## config.mk

```make
export PLATFORM = sky130hd
export DESIGN_NAME = servo_bus_packet_framer_flat
export DESIGN_NICKNAME = d
export VERILOG_FILES = /design/src/hdl/sbpf_pkg.sv /design/src/hdl/sbpf_in_if.sv /design/src/hdl/sbpf_out_if.sv /design/src/hdl/sbpf_front.sv /design/src/hdl/sbpf_queue.sv /design/src/hdl/sbpf_back.sv /design/src/hdl/servo_bus_packet_framer.sv /design/src/flat_wrapper.sv
export SDC_FILE = /design/constraint.sdc
export NUM_CORES = 1
export LEC_CHECK = 0
export ABC_CLOCK_PERIOD_IN_PS = 9200
export BUFFER_PORTS_ARGS = -buffer_cell sky130_fd_sc_hd__buf_2
export CAP_MARGIN = 5
export CORE_MARGIN = 1
export CORE_UTILIZATION = 38
export DETAILED_ROUTE_END_ITERATION = 8
export HOLD_SLACK_MARGIN = 0.05
export SLEW_MARGIN = 5
export SYNTH_ARGS = -nofsm -noshare
export SYNTH_HDL_FRONTEND = slang
export SYNTH_HIERARCHICAL = 1
export SYNTH_SLANG_ARGS = --single-unit
```

## constraint.sdc

```tcl
create_clock -name i_clk -period 9.2 [get_ports i_clk]
set_input_delay 0.46 -clock i_clk [delete_from_list [all_inputs] [get_ports i_clk]]
set_output_delay 0.46 -clock i_clk [all_outputs]
set_load 0.02 [all_outputs]
```

## src/hdl/sbpf_pkg.sv

```systemverilog
`timescale 1ns / 1ps
// ----------------------------------------------------------------------------
// sbpf_pkg: shared types and constants of the servo bus packet framer
// Byte codes, packet lengths, register indexes and the packet descriptor that
// travels from the front part to the back part through the queue.
// ----------------------------------------------------------------------------
package sbpf_pkg;

    localparam int BYTE_W     = 8;
    localparam int CNT_W      = 6;
    localparam int MAX_SERVOS = 32;
    localparam int NBYTES     = 12;                    // longest body without checksum
    localparam int NB_W       = $clog2(NBYTES + 1);
    localparam int QDEPTH     = 2;
    localparam int QPTR_W     = $clog2(QDEPTH);
    localparam int QCNT_W     = $clog2(QDEPTH + 1);
    localparam int CFG_IDX_W  = 2;
    localparam int HDR_SKIP   = 2;                     // FF FF stay out of the checksum

    localparam logic [BYTE_W-1:0] HDR_BYTE      = 8'hFF;
    localparam logic [BYTE_W-1:0] BROADCAST_ID  = 8'hFE;
    localparam logic [BYTE_W-1:0] SYNC_DATA_LEN = 8'h06;
    localparam logic [BYTE_W-1:0] SHORT_LEN     = 8'h04;
    localparam logic [BYTE_W-1:0] POS_LEN       = 8'h09;
    localparam logic [BYTE_W-1:0] SYNC_LEN_BASE = 8'h04;

    localparam logic [BYTE_W-1:0] RST_WRITE_OPCODE     = 8'd3;
    localparam logic [BYTE_W-1:0] RST_SYNC_OPCODE      = 8'd131;
    localparam logic [BYTE_W-1:0] RST_POSITION_ADDRESS = 8'd42;

    typedef enum logic [CFG_IDX_W-1:0] {
        CFG_WRITE_OPCODE     = 2'd0,
        CFG_SYNC_OPCODE      = 2'd1,
        CFG_POSITION_ADDRESS = 2'd2
    } t_cfg_idx;

    typedef enum logic [1:0] {
        ACT_SHORT  = 2'd0,
        ACT_POS    = 2'd1,
        ACT_SSTART = 2'd2,
        ACT_SREC   = 2'd3
    } t_action;

    // Which running sum a descriptor feeds and closes.
    typedef enum logic [1:0] {
        SUM_PKT    = 2'd0,
        SUM_SSTART = 2'd1,
        SUM_SREC   = 2'd2
    } t_sum_sel;

    typedef struct packed {
        logic [BYTE_W-1:0] write_opcode;
        logic [BYTE_W-1:0] sync_opcode;
        logic [BYTE_W-1:0] position_address;
    } t_cfg;

    typedef struct packed {
        logic [NBYTES-1:0][BYTE_W-1:0] bytes;   // bytes[0] goes out first
        logic [NB_W-1:0]               nbytes;
        logic                          cs;      // append checksum after the body
        logic                          hdr;     // body opens with FF FF
        t_sum_sel                      sel;
    } t_desc;

    typedef struct packed {
        logic  valid;
        t_desc desc;
    } t_q_out;

endpackage

```

## src/hdl/sbpf_in_if.sv

```systemverilog
`timescale 1ns / 1ps
// ----------------------------------------------------------------------------
// sbpf_in_if: command channel of the servo bus packet framer
// Valid/ready handshake with one framing request per transfer.
// ----------------------------------------------------------------------------
interface sbpf_in_if;
    logic                           valid;
    logic                           ready;
    logic [1:0]                     action;
    logic [sbpf_pkg::BYTE_W-1:0]    servo_id;
    logic [sbpf_pkg::BYTE_W-1:0]    instruction;
    logic [sbpf_pkg::BYTE_W-1:0]    register_address;
    logic [sbpf_pkg::BYTE_W-1:0]    parameter_byte;
    logic [15:0]                    position;
    logic [15:0]                    move_time;
    logic [15:0]                    speed;
    logic [sbpf_pkg::CNT_W-1:0]     servo_count;

    modport source (
        output valid, action, servo_id, instruction, register_address, parameter_byte,
               position, move_time, speed, servo_count,
        input  ready
    );
    modport sink (
        input  valid, action, servo_id, instruction, register_address, parameter_byte,
               position, move_time, speed, servo_count,
        output ready
    );
endinterface

```

## src/hdl/sbpf_out_if.sv

```systemverilog
`timescale 1ns / 1ps
// ----------------------------------------------------------------------------
// sbpf_out_if: byte channel of the servo bus packet framer
// Valid/ready handshake with one transmit byte per transfer.
// ----------------------------------------------------------------------------
interface sbpf_out_if;
    logic                           valid;
    logic                           ready;
    logic [sbpf_pkg::BYTE_W-1:0]    tx_byte;
    logic                           run_last;
    logic                           frame_end;

    modport source (output valid, tx_byte, run_last, frame_end, input ready);
    modport sink   (input valid, tx_byte, run_last, frame_end, output ready);
endinterface

```

## src/hdl/sbpf_front.sv

```systemverilog
`timescale 1ns / 1ps
// ----------------------------------------------------------------------------
// sbpf_front: request decoder of the servo bus packet framer
// Accepts requests, tracks the open sync write and builds packet descriptors.
// ----------------------------------------------------------------------------
module sbpf_front (
    input  logic              i_clk,
    input  logic              i_rst_n,
    sbpf_in_if.sink           i_cmd,
    input  sbpf_pkg::t_cfg    i_cfg,
    input  logic              i_q_full,
    output logic              o_push,
    output sbpf_pkg::t_desc   o_desc
);
    import sbpf_pkg::*;

    logic [CNT_W-1:0]  r_left;
    logic              r_open;
    logic [CNT_W-1:0]  w_cnt;
    logic [BYTE_W-1:0] w_cnt8;
    logic [BYTE_W-1:0] w_len;
    logic              w_acc;
    logic              w_rec_ok;
    t_desc             w_desc;
    logic              w_push;

    assign i_cmd.ready = !i_q_full;
    assign w_acc       = i_cmd.valid && !i_q_full;

    assign w_cnt    = (i_cmd.servo_count > CNT_W'(MAX_SERVOS)) ? CNT_W'(MAX_SERVOS)
                                                               : i_cmd.servo_count;
    assign w_cnt8   = BYTE_W'(w_cnt);
    assign w_len    = (w_cnt8 << 3) - w_cnt8 + SYNC_LEN_BASE;
    assign w_rec_ok = r_open && (r_left != '0);

    always_comb begin
        w_desc = '0;
        w_push = 1'b1;
        unique case (t_action'(i_cmd.action))
            ACT_SHORT: begin
                w_desc.bytes[0] = HDR_BYTE;
                w_desc.bytes[1] = HDR_BYTE;
                w_desc.bytes[2] = i_cmd.servo_id;
                w_desc.bytes[3] = SHORT_LEN;
                w_desc.bytes[4] = i_cmd.instruction;
                w_desc.bytes[5] = i_cmd.register_address;
                w_desc.bytes[6] = i_cmd.parameter_byte;
                w_desc.nbytes   = NB_W'(7);
                w_desc.cs       = 1'b1;
                w_desc.hdr      = 1'b1;
                w_desc.sel      = SUM_PKT;
            end
            ACT_POS: begin
                w_desc.bytes[0]  = HDR_BYTE;
                w_desc.bytes[1]  = HDR_BYTE;
                w_desc.bytes[2]  = i_cmd.servo_id;
                w_desc.bytes[3]  = POS_LEN;
                w_desc.bytes[4]  = i_cfg.write_opcode;
                w_desc.bytes[5]  = i_cfg.position_address;
                w_desc.bytes[6]  = i_cmd.position[15:8];
                w_desc.bytes[7]  = i_cmd.position[7:0];
                w_desc.bytes[8]  = i_cmd.move_time[15:8];
                w_desc.bytes[9]  = i_cmd.move_time[7:0];
                w_desc.bytes[10] = i_cmd.speed[15:8];
                w_desc.bytes[11] = i_cmd.speed[7:0];
                w_desc.nbytes    = NB_W'(12);
                w_desc.cs        = 1'b1;
                w_desc.hdr       = 1'b1;
                w_desc.sel       = SUM_PKT;
            end
            ACT_SSTART: begin
                w_desc.bytes[0] = HDR_BYTE;
                w_desc.bytes[1] = HDR_BYTE;
                w_desc.bytes[2] = BROADCAST_ID;
                w_desc.bytes[3] = w_len;
                w_desc.bytes[4] = i_cfg.sync_opcode;
                w_desc.bytes[5] = i_cfg.position_address;
                w_desc.bytes[6] = SYNC_DATA_LEN;
                w_desc.nbytes   = NB_W'(7);
                w_desc.cs       = (w_cnt == '0);
                w_desc.hdr      = 1'b1;
                w_desc.sel      = SUM_SSTART;
            end
            ACT_SREC: begin
                w_desc.bytes[0] = i_cmd.servo_id;
                w_desc.bytes[1] = i_cmd.position[15:8];
                w_desc.bytes[2] = i_cmd.position[7:0];
                w_desc.bytes[3] = i_cmd.move_time[15:8];
                w_desc.bytes[4] = i_cmd.move_time[7:0];
                w_desc.bytes[5] = i_cmd.speed[15:8];
                w_desc.bytes[6] = i_cmd.speed[7:0];
                w_desc.nbytes   = NB_W'(7);
                w_desc.cs       = (r_left == CNT_W'(1));
                w_desc.hdr      = 1'b0;
                w_desc.sel      = SUM_SREC;
                w_push          = w_rec_ok;
            end
        endcase
    end

    assign o_desc = w_desc;
    assign o_push = w_acc && w_push;

    // Track the open sync write: start arms it, each record counts down.
    always_ff @(posedge i_clk) begin
        if (!i_rst_n) begin
            r_left <= '0;
            r_open <= 1'b0;
        end else if (w_acc) begin
            if (t_action'(i_cmd.action) == ACT_SSTART) begin
                r_left <= w_cnt;
                r_open <= (w_cnt != '0);
            end else if (t_action'(i_cmd.action) == ACT_SREC && w_rec_ok) begin
                r_left <= r_left - CNT_W'(1);
                if (r_left == CNT_W'(1)) begin
                    r_open <= 1'b0;
                end
            end
        end
    end

endmodule

```

## src/hdl/sbpf_queue.sv

```systemverilog
`timescale 1ns / 1ps
// ----------------------------------------------------------------------------
// sbpf_queue: descriptor queue between decoder and byte sequencer
// Small first-in first-out store that lets each side stall on its own.
// ----------------------------------------------------------------------------
module sbpf_queue (
    input  logic              i_clk,
    input  logic              i_rst_n,
    input  logic              i_push,
    input  sbpf_pkg::t_desc   i_desc,
    input  logic              i_pop,
    output logic              o_full,
    output sbpf_pkg::t_q_out  o_q
);
    import sbpf_pkg::*;

    t_desc               r_mem [QDEPTH];
    logic [QPTR_W-1:0]   r_wr;
    logic [QPTR_W-1:0]   r_rd;
    logic [QCNT_W-1:0]   r_cnt;
    logic                w_pop;

    assign o_full     = (r_cnt == QCNT_W'(QDEPTH));
    assign o_q.valid  = (r_cnt != '0);
    assign o_q.desc   = r_mem[r_rd];
    assign w_pop      = i_pop && o_q.valid;

    always_ff @(posedge i_clk) begin
        if (i_push) begin
            r_mem[r_wr] <= i_desc;
        end
    end

    always_ff @(posedge i_clk) begin
        if (!i_rst_n) begin
            r_wr  <= '0;
            r_rd  <= '0;
            r_cnt <= '0;
        end else begin
            if (i_push) begin
                r_wr <= (r_wr == QPTR_W'(QDEPTH - 1)) ? '0 : r_wr + QPTR_W'(1);
            end
            if (w_pop) begin
                r_rd <= (r_rd == QPTR_W'(QDEPTH - 1)) ? '0 : r_rd + QPTR_W'(1);
            end
            if (i_push && !w_pop) begin
                r_cnt <= r_cnt + QCNT_W'(1);
            end else if (w_pop && !i_push) begin
                r_cnt <= r_cnt - QCNT_W'(1);
            end
        end
    end

endmodule

```

## src/hdl/sbpf_back.sv

```systemverilog
`timescale 1ns / 1ps
// ----------------------------------------------------------------------------
// sbpf_back: byte sequencer of the servo bus packet framer
// Shifts descriptor bytes out one a cycle unless the output stalls, keeps the checksums, drives output.
// ----------------------------------------------------------------------------
module sbpf_back (
    input  logic              i_clk,
    input  logic              i_rst_n,
    input  sbpf_pkg::t_q_out  i_q,
    output logic              o_pop,
    sbpf_out_if.source        o_tx
);
    import sbpf_pkg::*;

    logic                          r_busy;
    logic [NBYTES-1:0][BYTE_W-1:0] r_bytes;
    logic [NB_W-1:0]               r_left;
    logic [NB_W-1:0]               r_idx;
    logic                          r_cs;
    logic                          r_hdr;
    t_sum_sel                      r_sel;
    logic [BYTE_W-1:0]             r_pkt_sum;
    logic [BYTE_W-1:0]             r_sync_sum;
    logic                          r_out_valid;
    logic [BYTE_W-1:0]             r_out_byte;
    logic                          r_out_last;
    logic                          r_out_fe;

    logic [BYTE_W-1:0]             n_pkt_sum;
    logic [BYTE_W-1:0]             n_sync_sum;
    logic                          w_adv;
    logic                          w_emit;
    logic                          w_data;
    logic                          w_last;
    logic                          w_load;
    logic                          w_counted;
    logic [BYTE_W-1:0]             w_sum;
    logic [BYTE_W-1:0]             w_byte;

    assign w_adv     = !r_out_valid || o_tx.ready;
    assign w_emit    = r_busy && w_adv;
    assign w_data    = (r_left != '0);
    assign w_last    = w_data ? (r_left == NB_W'(1) && !r_cs) : 1'b1;
    assign w_load    = (!r_busy || (w_emit && w_last)) && i_q.valid;
    assign w_counted = !(r_hdr && r_idx < NB_W'(HDR_SKIP));
    assign w_sum     = (r_sel == SUM_PKT) ? r_pkt_sum : r_sync_sum;
    assign w_byte    = w_data ? r_bytes[0] : ~w_sum;
    assign o_pop     = w_load;

    // Accumulate the byte being sent; a new descriptor clears the sum it opens.
    always_comb begin
        n_pkt_sum  = r_pkt_sum;
        n_sync_sum = r_sync_sum;
        if (w_emit && w_data && w_counted) begin
            if (r_sel == SUM_PKT) begin
                n_pkt_sum = r_pkt_sum + r_bytes[0];
            end else begin
                n_sync_sum = r_sync_sum + r_bytes[0];
            end
        end
        if (w_load) begin
            case (i_q.desc.sel)
                SUM_PKT:    n_pkt_sum  = '0;
                SUM_SSTART: n_sync_sum = '0;
                default:    ;
            endcase
        end
    end

    always_ff @(posedge i_clk) begin
        if (!i_rst_n) begin
            r_busy      <= 1'b0;
            r_out_valid <= 1'b0;
            r_pkt_sum   <= '0;
            r_sync_sum  <= '0;
        end else begin
            r_pkt_sum  <= n_pkt_sum;
            r_sync_sum <= n_sync_sum;
            if (w_adv) begin
                r_out_valid <= w_emit;
            end
            if (w_load) begin
                r_busy <= 1'b1;
            end else if (w_emit && w_last) begin
                r_busy <= 1'b0;
            end
        end
    end

    always_ff @(posedge i_clk) begin
        if (w_emit) begin
            r_out_byte <= w_byte;
            r_out_last <= w_last;
            r_out_fe   <= !w_data;
        end
        if (w_load) begin
            r_bytes <= i_q.desc.bytes;
            r_left  <= i_q.desc.nbytes;
            r_cs    <= i_q.desc.cs;
            r_hdr   <= i_q.desc.hdr;
            r_sel   <= i_q.desc.sel;
            r_idx   <= '0;
        end else if (w_emit && w_data) begin
            r_bytes <= r_bytes >> BYTE_W;
            r_left  <= r_left - NB_W'(1);
            r_idx   <= r_idx + NB_W'(1);
        end
    end

    assign o_tx.valid     = r_out_valid;
    assign o_tx.tx_byte   = r_out_byte;
    assign o_tx.run_last  = r_out_last;
    assign o_tx.frame_end = r_out_fe;

endmodule

```

## src/hdl/servo_bus_packet_framer.sv

```systemverilog
`timescale 1ns / 1ps
// ----------------------------------------------------------------------------
// servo_bus_packet_framer: servo bus instruction packet framer
// Turns framing requests into a byte stream of FF FF id len body checksum.
// ----------------------------------------------------------------------------
// Each request on i_cmd becomes a run of transmit bytes on o_tx, one byte per
// cycle while o_tx is not stalled: a short packet gives 8 bytes, a position
// write 13, a sync start 7 (8 when it announces no servos), a sync record 7
// (8 on the last record, which carries the checksum), and a record with no
// sync write open gives no bytes at all. run_last marks the final byte of
// each request and frame_end the checksum byte. The byte sequencer sets the
// rate: it sends one byte per cycle from a single output register unless
// o_tx stalls, and a queued request follows the previous one with no gap.
// The decoder accepts a request whenever the queue is not full and queues up
// to two packet descriptors ahead of the sequencer, so new requests are taken
// while bytes of earlier ones are still going out. The first byte of a
// request passes through the queue, the sequencer's byte register and the
// output register. Write the configuration registers (0: write opcode,
// 1: sync opcode, 2: position address) only while no request is in flight.
// ----------------------------------------------------------------------------
module servo_bus_packet_framer (
    input  logic                               i_clk,
    input  logic                               i_rst_n,
    sbpf_in_if.sink                            i_cmd,
    sbpf_out_if.source                         o_tx,
    input  logic                               i_cfg_we,
    input  logic [sbpf_pkg::CFG_IDX_W-1:0]     i_cfg_idx,
    input  logic [sbpf_pkg::BYTE_W-1:0]        i_cfg_data
);
    import sbpf_pkg::*;

    t_cfg   r_cfg;
    logic   w_q_full;
    logic   w_push;
    logic   w_pop;
    t_desc  w_desc;
    t_q_out w_q;

    // Configuration registers: take the write, drop indexes past the list.
    always_ff @(posedge i_clk) begin
        if (!i_rst_n) begin
            r_cfg.write_opcode     <= RST_WRITE_OPCODE;
            r_cfg.sync_opcode      <= RST_SYNC_OPCODE;
            r_cfg.position_address <= RST_POSITION_ADDRESS;
        end else if (i_cfg_we) begin
            unique case (i_cfg_idx)
                CFG_WRITE_OPCODE:     r_cfg.write_opcode     <= i_cfg_data;
                CFG_SYNC_OPCODE:      r_cfg.sync_opcode      <= i_cfg_data;
                CFG_POSITION_ADDRESS: r_cfg.position_address <= i_cfg_data;
                default:              ;
            endcase
        end
    end

    // Front: decode each request and track the open sync write.
    sbpf_front u_front (
        .i_clk    (i_clk),
        .i_rst_n  (i_rst_n),
        .i_cmd    (i_cmd),
        .i_cfg    (r_cfg),
        .i_q_full (w_q_full),
        .o_push   (w_push),
        .o_desc   (w_desc)
    );

    // Queue: hold descriptors while the sequencer is busy.
    sbpf_queue u_queue (
        .i_clk   (i_clk),
        .i_rst_n (i_rst_n),
        .i_push  (w_push),
        .i_desc  (w_desc),
        .i_pop   (w_pop),
        .o_full  (w_q_full),
        .o_q     (w_q)
    );

    // Back: send bytes, append checksums, register the output.
    sbpf_back u_back (
        .i_clk   (i_clk),
        .i_rst_n (i_rst_n),
        .i_q     (w_q),
        .o_pop   (w_pop),
        .o_tx    (o_tx)
    );

endmodule

```

## src/flat_wrapper.sv

```systemverilog
// flat-port wrapper written by rule: the top's interface ports become plain ports
module servo_bus_packet_framer_flat import sbpf_pkg::*;
  (i_clk, i_rst_n, i_cfg_we, i_cfg_idx, i_cfg_data, i_cmd_valid, i_cmd_action, i_cmd_servo_id, i_cmd_instruction, i_cmd_register_address, i_cmd_parameter_byte, i_cmd_position, i_cmd_move_time, i_cmd_speed, i_cmd_servo_count, i_cmd_ready, o_tx_valid, o_tx_tx_byte, o_tx_run_last, o_tx_frame_end, o_tx_ready);
  sbpf_in_if i_cmd_i ();
  sbpf_out_if o_tx_i ();
  input  logic i_clk;
  input  logic i_rst_n;
  input  logic i_cfg_we;
  input  logic [sbpf_pkg::CFG_IDX_W-1:0] i_cfg_idx;
  input  logic [sbpf_pkg::BYTE_W-1:0] i_cfg_data;
  input wire logic [$bits(i_cmd_i.valid)-1:0] i_cmd_valid;
  input wire logic [$bits(i_cmd_i.action)-1:0] i_cmd_action;
  input wire logic [$bits(i_cmd_i.servo_id)-1:0] i_cmd_servo_id;
  input wire logic [$bits(i_cmd_i.instruction)-1:0] i_cmd_instruction;
  input wire logic [$bits(i_cmd_i.register_address)-1:0] i_cmd_register_address;
  input wire logic [$bits(i_cmd_i.parameter_byte)-1:0] i_cmd_parameter_byte;
  input wire logic [$bits(i_cmd_i.position)-1:0] i_cmd_position;
  input wire logic [$bits(i_cmd_i.move_time)-1:0] i_cmd_move_time;
  input wire logic [$bits(i_cmd_i.speed)-1:0] i_cmd_speed;
  input wire logic [$bits(i_cmd_i.servo_count)-1:0] i_cmd_servo_count;
  output wire logic [$bits(i_cmd_i.ready)-1:0] i_cmd_ready;
  output wire logic [$bits(o_tx_i.valid)-1:0] o_tx_valid;
  output wire logic [$bits(o_tx_i.tx_byte)-1:0] o_tx_tx_byte;
  output wire logic [$bits(o_tx_i.run_last)-1:0] o_tx_run_last;
  output wire logic [$bits(o_tx_i.frame_end)-1:0] o_tx_frame_end;
  input wire logic [$bits(o_tx_i.ready)-1:0] o_tx_ready;
  assign i_cmd_i.valid = i_cmd_valid;
  assign i_cmd_i.action = i_cmd_action;
  assign i_cmd_i.servo_id = i_cmd_servo_id;
  assign i_cmd_i.instruction = i_cmd_instruction;
  assign i_cmd_i.register_address = i_cmd_register_address;
  assign i_cmd_i.parameter_byte = i_cmd_parameter_byte;
  assign i_cmd_i.position = i_cmd_position;
  assign i_cmd_i.move_time = i_cmd_move_time;
  assign i_cmd_i.speed = i_cmd_speed;
  assign i_cmd_i.servo_count = i_cmd_servo_count;
  assign i_cmd_ready = i_cmd_i.ready;
  assign o_tx_valid = o_tx_i.valid;
  assign o_tx_tx_byte = o_tx_i.tx_byte;
  assign o_tx_run_last = o_tx_i.run_last;
  assign o_tx_frame_end = o_tx_i.frame_end;
  assign o_tx_i.ready = o_tx_ready;
  servo_bus_packet_framer u_core (.i_clk(i_clk), .i_rst_n(i_rst_n), .i_cmd(i_cmd_i), .o_tx(o_tx_i), .i_cfg_we(i_cfg_we), .i_cfg_idx(i_cfg_idx), .i_cfg_data(i_cfg_data));
endmodule
```

==> impl_metrics.csv <==
group,metric,value,unit
clock_network,cts_num_sinks,380,
timing,fin_skew,0.0170,ns
timing,fin_crit_sh,0.383,
timing,finalSetupTns,0,ns
synth,synth-async-reset-ratio,0,
floorplanning,dieArea,0.0463,sq mm
clock_network,clk_path_buf_depth,3,
grt,grt_max_degree,66,
layout,multi_input_area,0.00599,sq mm
min_path,hold_start,"i_cfg_data[0]",
clock_network,clk_latency,0.56,ns
power,seq_power_share,0.450,
floorplanning,core,0.0445,sq mm
setup_path,crit_chain,"inv_1 -> ha_1 -> or3b_1 -> inv_2 -> nor3_2 -> or2_4 -> buf_4",
timing,rsz0062_at_grt,"no",
timing,layout_min_cycle_time,3.52,ns
timing,hold_violations,0,
layout,ff_latch_area,0.0108,sq mm
grt,grt_use_total,0.168,
layout,num-nets-final,1412,
layout,final_cells,1908,
power,power.internal,4270,uW
grt,antenna_found_initial,0,
timing,max-slew-margin-rel,0.370,
placement,portBuffers,114,
placement,dp_cells,1831,
flow_run,maxCapViolCount,0,
synth,synth_edf_count,322,
floorplanning,start_util,0.388,
setup_path,slowest_stage,"buf_4",
setup_path,r2r-start,"u_core/u_back/r_left[0]",
setup_path,rr_endpoint,"u_core/u_back/r_bytes[71]",
timing,slew_violations,0,
synth,synth_nets,1299,
clock_network,cts_root_buf,"clkbuf_16",
clock_network,cts_setup_buffers,0,
synth,synth.distinct_cells,78,
setup_path,crit_fanout,56,
grt,grt_pass1_wl,59.0,mm
layout,fill_cells,4038,
detailed_routing,drt_iter0_drc,765,
power,power.switching,1870,uW
floorplanning,io_pins,115,
clock_network,cts_tree,"built",
clock_network,hold_buffers,0,
floorplanning,placementRows,77,
synth,ys.flop_type,"edfxtp_1",
synth,ys.warnings.count,6,
placement,dp_hpwl,25.6,mm
min_path,hold_class,"in2reg",
setup_path,required,9.37,ns
detailed_routing,routed_via_density,5.09,
detailed_routing,ant_nets,0,
floorplanning,die_w,215,microns
detailed_routing,drc_errors,0,
synth,syn_area,0.0173,sq mm
setup_path,crit_type,"reg2reg",
grt,grt_pass1_vias,9803,
grt,grt_overflow,0,
power,ir_drop,0.000190,V
setup_path,reg2reg_depth,7,
setup_path,cp_slowest_stage_delay,0.71,ns
min_path,whs_path_depth,3,
power,combinationalPowerShare,0.294,
clock_network,cts.htree.levels,2,
layout,drive_gt1_frac,0.290,
power,power.share.switching,0.304,
detailed_routing,detail_route.wirelength,38.4,mm
floorplanning,die_y,215,microns
layout,fin_util,0.441,
power,clkPwrFrac,0.256,
synth,seq_area_frac_synth,0.627,
setup_path,rrSetupSlack,5.68,ns
layout,diodes,0,
min_path,hold_path_end,"u_core/r_cfg[0]",
placement,gp_congestion,0.812,
power,p_per_area,313,mW/mm^2
clock_network,cts_resized,0,
synth,synth.avg_cell_area,14.8,sq um
timing,setup-violations-final,0,
timing,fmax,0.284,GHz
setup_path,crit_arrival,3.70,ns
synth,postSynthCellCount,1170,
detailed_routing,vias,9714,
clock_network,clk_transition_reported_paths,0.06,ns
detailed_routing,wl_per_cell,20.1,microns
run_status,status,"finished, final reports clean",
clock_network,cts_made_buffers,42,
setup_path,crit_path_start_kind,"flip-flop",
power,p_leak,0.00713,uW
synth,synth-seq-cells,380,
layout,area_growth,13.7,%
timing,worstMarginPinSlew,0.944,ns
setup_path,crit_path_end_kind,"flip-flop",
detailed_routing,drt_pass1_iterations,5,
-- layout make-up --
| cell class | instances | area share |
|---|---|---|
| flip-flops and latches | 380 | 0.552 |
| multi-input cells | 701 | 0.305 |
| clock buffers | 58 | 0.0592 |
| well taps | 592 | 0.0377 |
| repair buffers | 126 | 0.0337 |
| inverters | 32 | 0.00612 |
| clock inverters | 19 | 0.00587 |
-- metal layers --
metal / GRT usage / wire (microns) / vias to the layer above
li1: - / - / 4623
met4: 0.0532 / 921 / 0
met1: 0.225 / 17600 / 4844
met3: 0.0246 / 1390 / 55
met5: 0 / 0 / -
met2: 0.279 / 18400 / 192
-- cell usage after synthesis (4+ instances only) --
master    number  area (sq um)
edfxtp_1     322          9670
mux2_2       104          1170
mux2_4        60           901
nand2_1       59           221
dfxtp_1       58          1160
and2_1        52           325
nor2_1        49           184
mux2i_1       46           460
o21ai_0       33           165
a21oi_1       32           160
mux2_1        31           349
inv_1         30           113
buf_2         26           130
nand2b_1      25           156
ha_1          24           300
nor2b_1       21           131
a211oi_1      15           113
clkbuf_1      15          56.3
nand3_1       13          65.1
buf_6         10           113
xnor2_1       10          87.6
a31oi_1        8          50.1
mux4_2         8           180
o211ai_1       7          52.6
o22a_1         7          61.3
a21o_1         6          45.0
nand3b_1       5          37.5
nor3_1         5          25.0
nor3b_1        4          30.0
o21a_1         4          30.0
or3_1          4          25.0
xor2_1         4          35.0
-- worst max-delay path by stage --
stage	startpoint	to	slack [ns]	cells past startpoint
2_1_floorplan	i_cmd_action[1]	u_core/u_queue/r_mem[0][0]	2.53	6
3_3_place_gp	i_cmd_action[1]	u_core/u_queue/r_mem[1][93]	5.64	6
3_5_place_dp	i_cmd_action[1]	u_core/u_queue/r_mem[1][85]	5.57	6
4_1_cts	u_core/u_back/r_left[0]	u_core/u_back/r_bytes[51]	5.65	7
5_1_grt	u_core/u_back/r_left[0]	u_core/u_back/r_bytes[62]	5.43	7
6_report	u_core/u_back/r_left[0]	u_core/u_back/r_bytes[71]	5.68	7
-- per-stage QoR --
stage | hold slack, ns | cell area, sq um | total power (uW) | setup WS [ns]
finish | 0.182 | 19600 | 6140 | 5.68
global route | 0.175 | 19600 | 6470 | 5.43
CTS | 0.157 | 19600 | 6220 | 5.65
detailed placement | 0.443 | 18300 | 4620 | 5.57
global placement | 0.440 | 18300 | 4580 | 5.64
floorplan | 0.432 | 17300 | 4180 | 2.53
-- worst max-delay path, delay by kind of cell, from the launching register on --
family                   cells  cell delay [ns]
flip-flops                   1             0.40
AND/OR/NAND/NOR              3             1.52
adder cells (fa/ha/maj)      1             0.24
buffers and inverters        3             0.90
-- sequential cells by signal, summed over array words and instances (netlist names), 2 cells and up, named ones only --
| register | count |
|---|---|
| u_core/r_cfg | 24 |
| u_core/u_back/o_tx.tx_byte | 8 |
| u_core/u_back/r_bytes | 96 |
| u_core/u_back/r_idx | 4 |
| u_core/u_back/r_left | 4 |
| u_core/u_back/r_pkt_sum | 8 |
| u_core/u_back/r_sel | 2 |
| u_core/u_back/r_sync_sum | 8 |
| u_core/u_front/r_left | 6 |
| u_core/u_queue/r_cnt | 2 |
| u_core/u_queue/r_mem | 208 |
-- logic make-up (layout without fill, tap and decap cells) --
logic type	count (synthesis)	after routing	share of synthesized area
multiplexers	249	249	0.177
XOR/XNOR	14	14	0.00710
flip-flops	380	380	0.627
AO/OA/AOI/OAI	148	148	0.0576
adder cells (fa/ha/maj)	26	26	0.0197
other	1	1	0.000217
buffers and inverters	89	235	0.0269
AND/OR/NAND/NOR	263	263	0.0837
-- power groups by stage --
stage	Clock [uW]	Sequential, uW	Combinational [uW]
2_1_floorplan	0	2750	1430
3_3_place_gp	0	2790	1790
3_5_place_dp	0	2800	1820
4_1_cts	1620	2770	1830
5_1_grt	1680	2810	1980
6_report	1570	2760	1800
-- layout by cell type (no fill, tap or decap), types with 15 or more instances in the layout --
cell type,Yosys,routed
a211oi_1,15,15
a21oi_1,32,32
and2_1,52,51
buf_2,26,114
clkbuf_16,0,43
dfxtp_1,58,57
edfxtp_1,322,322
ha_1,24,24
inv_1,30,30
mux2_1,31,31
mux2_2,104,104
mux2_4,60,60
mux2i_1,46,46
nand2_1,59,59
nand2b_1,25,25
nor2_1,49,48
nor2b_1,21,20
o21ai_0,33,33
No activity file was read; power rests on OpenSTA's default activity.
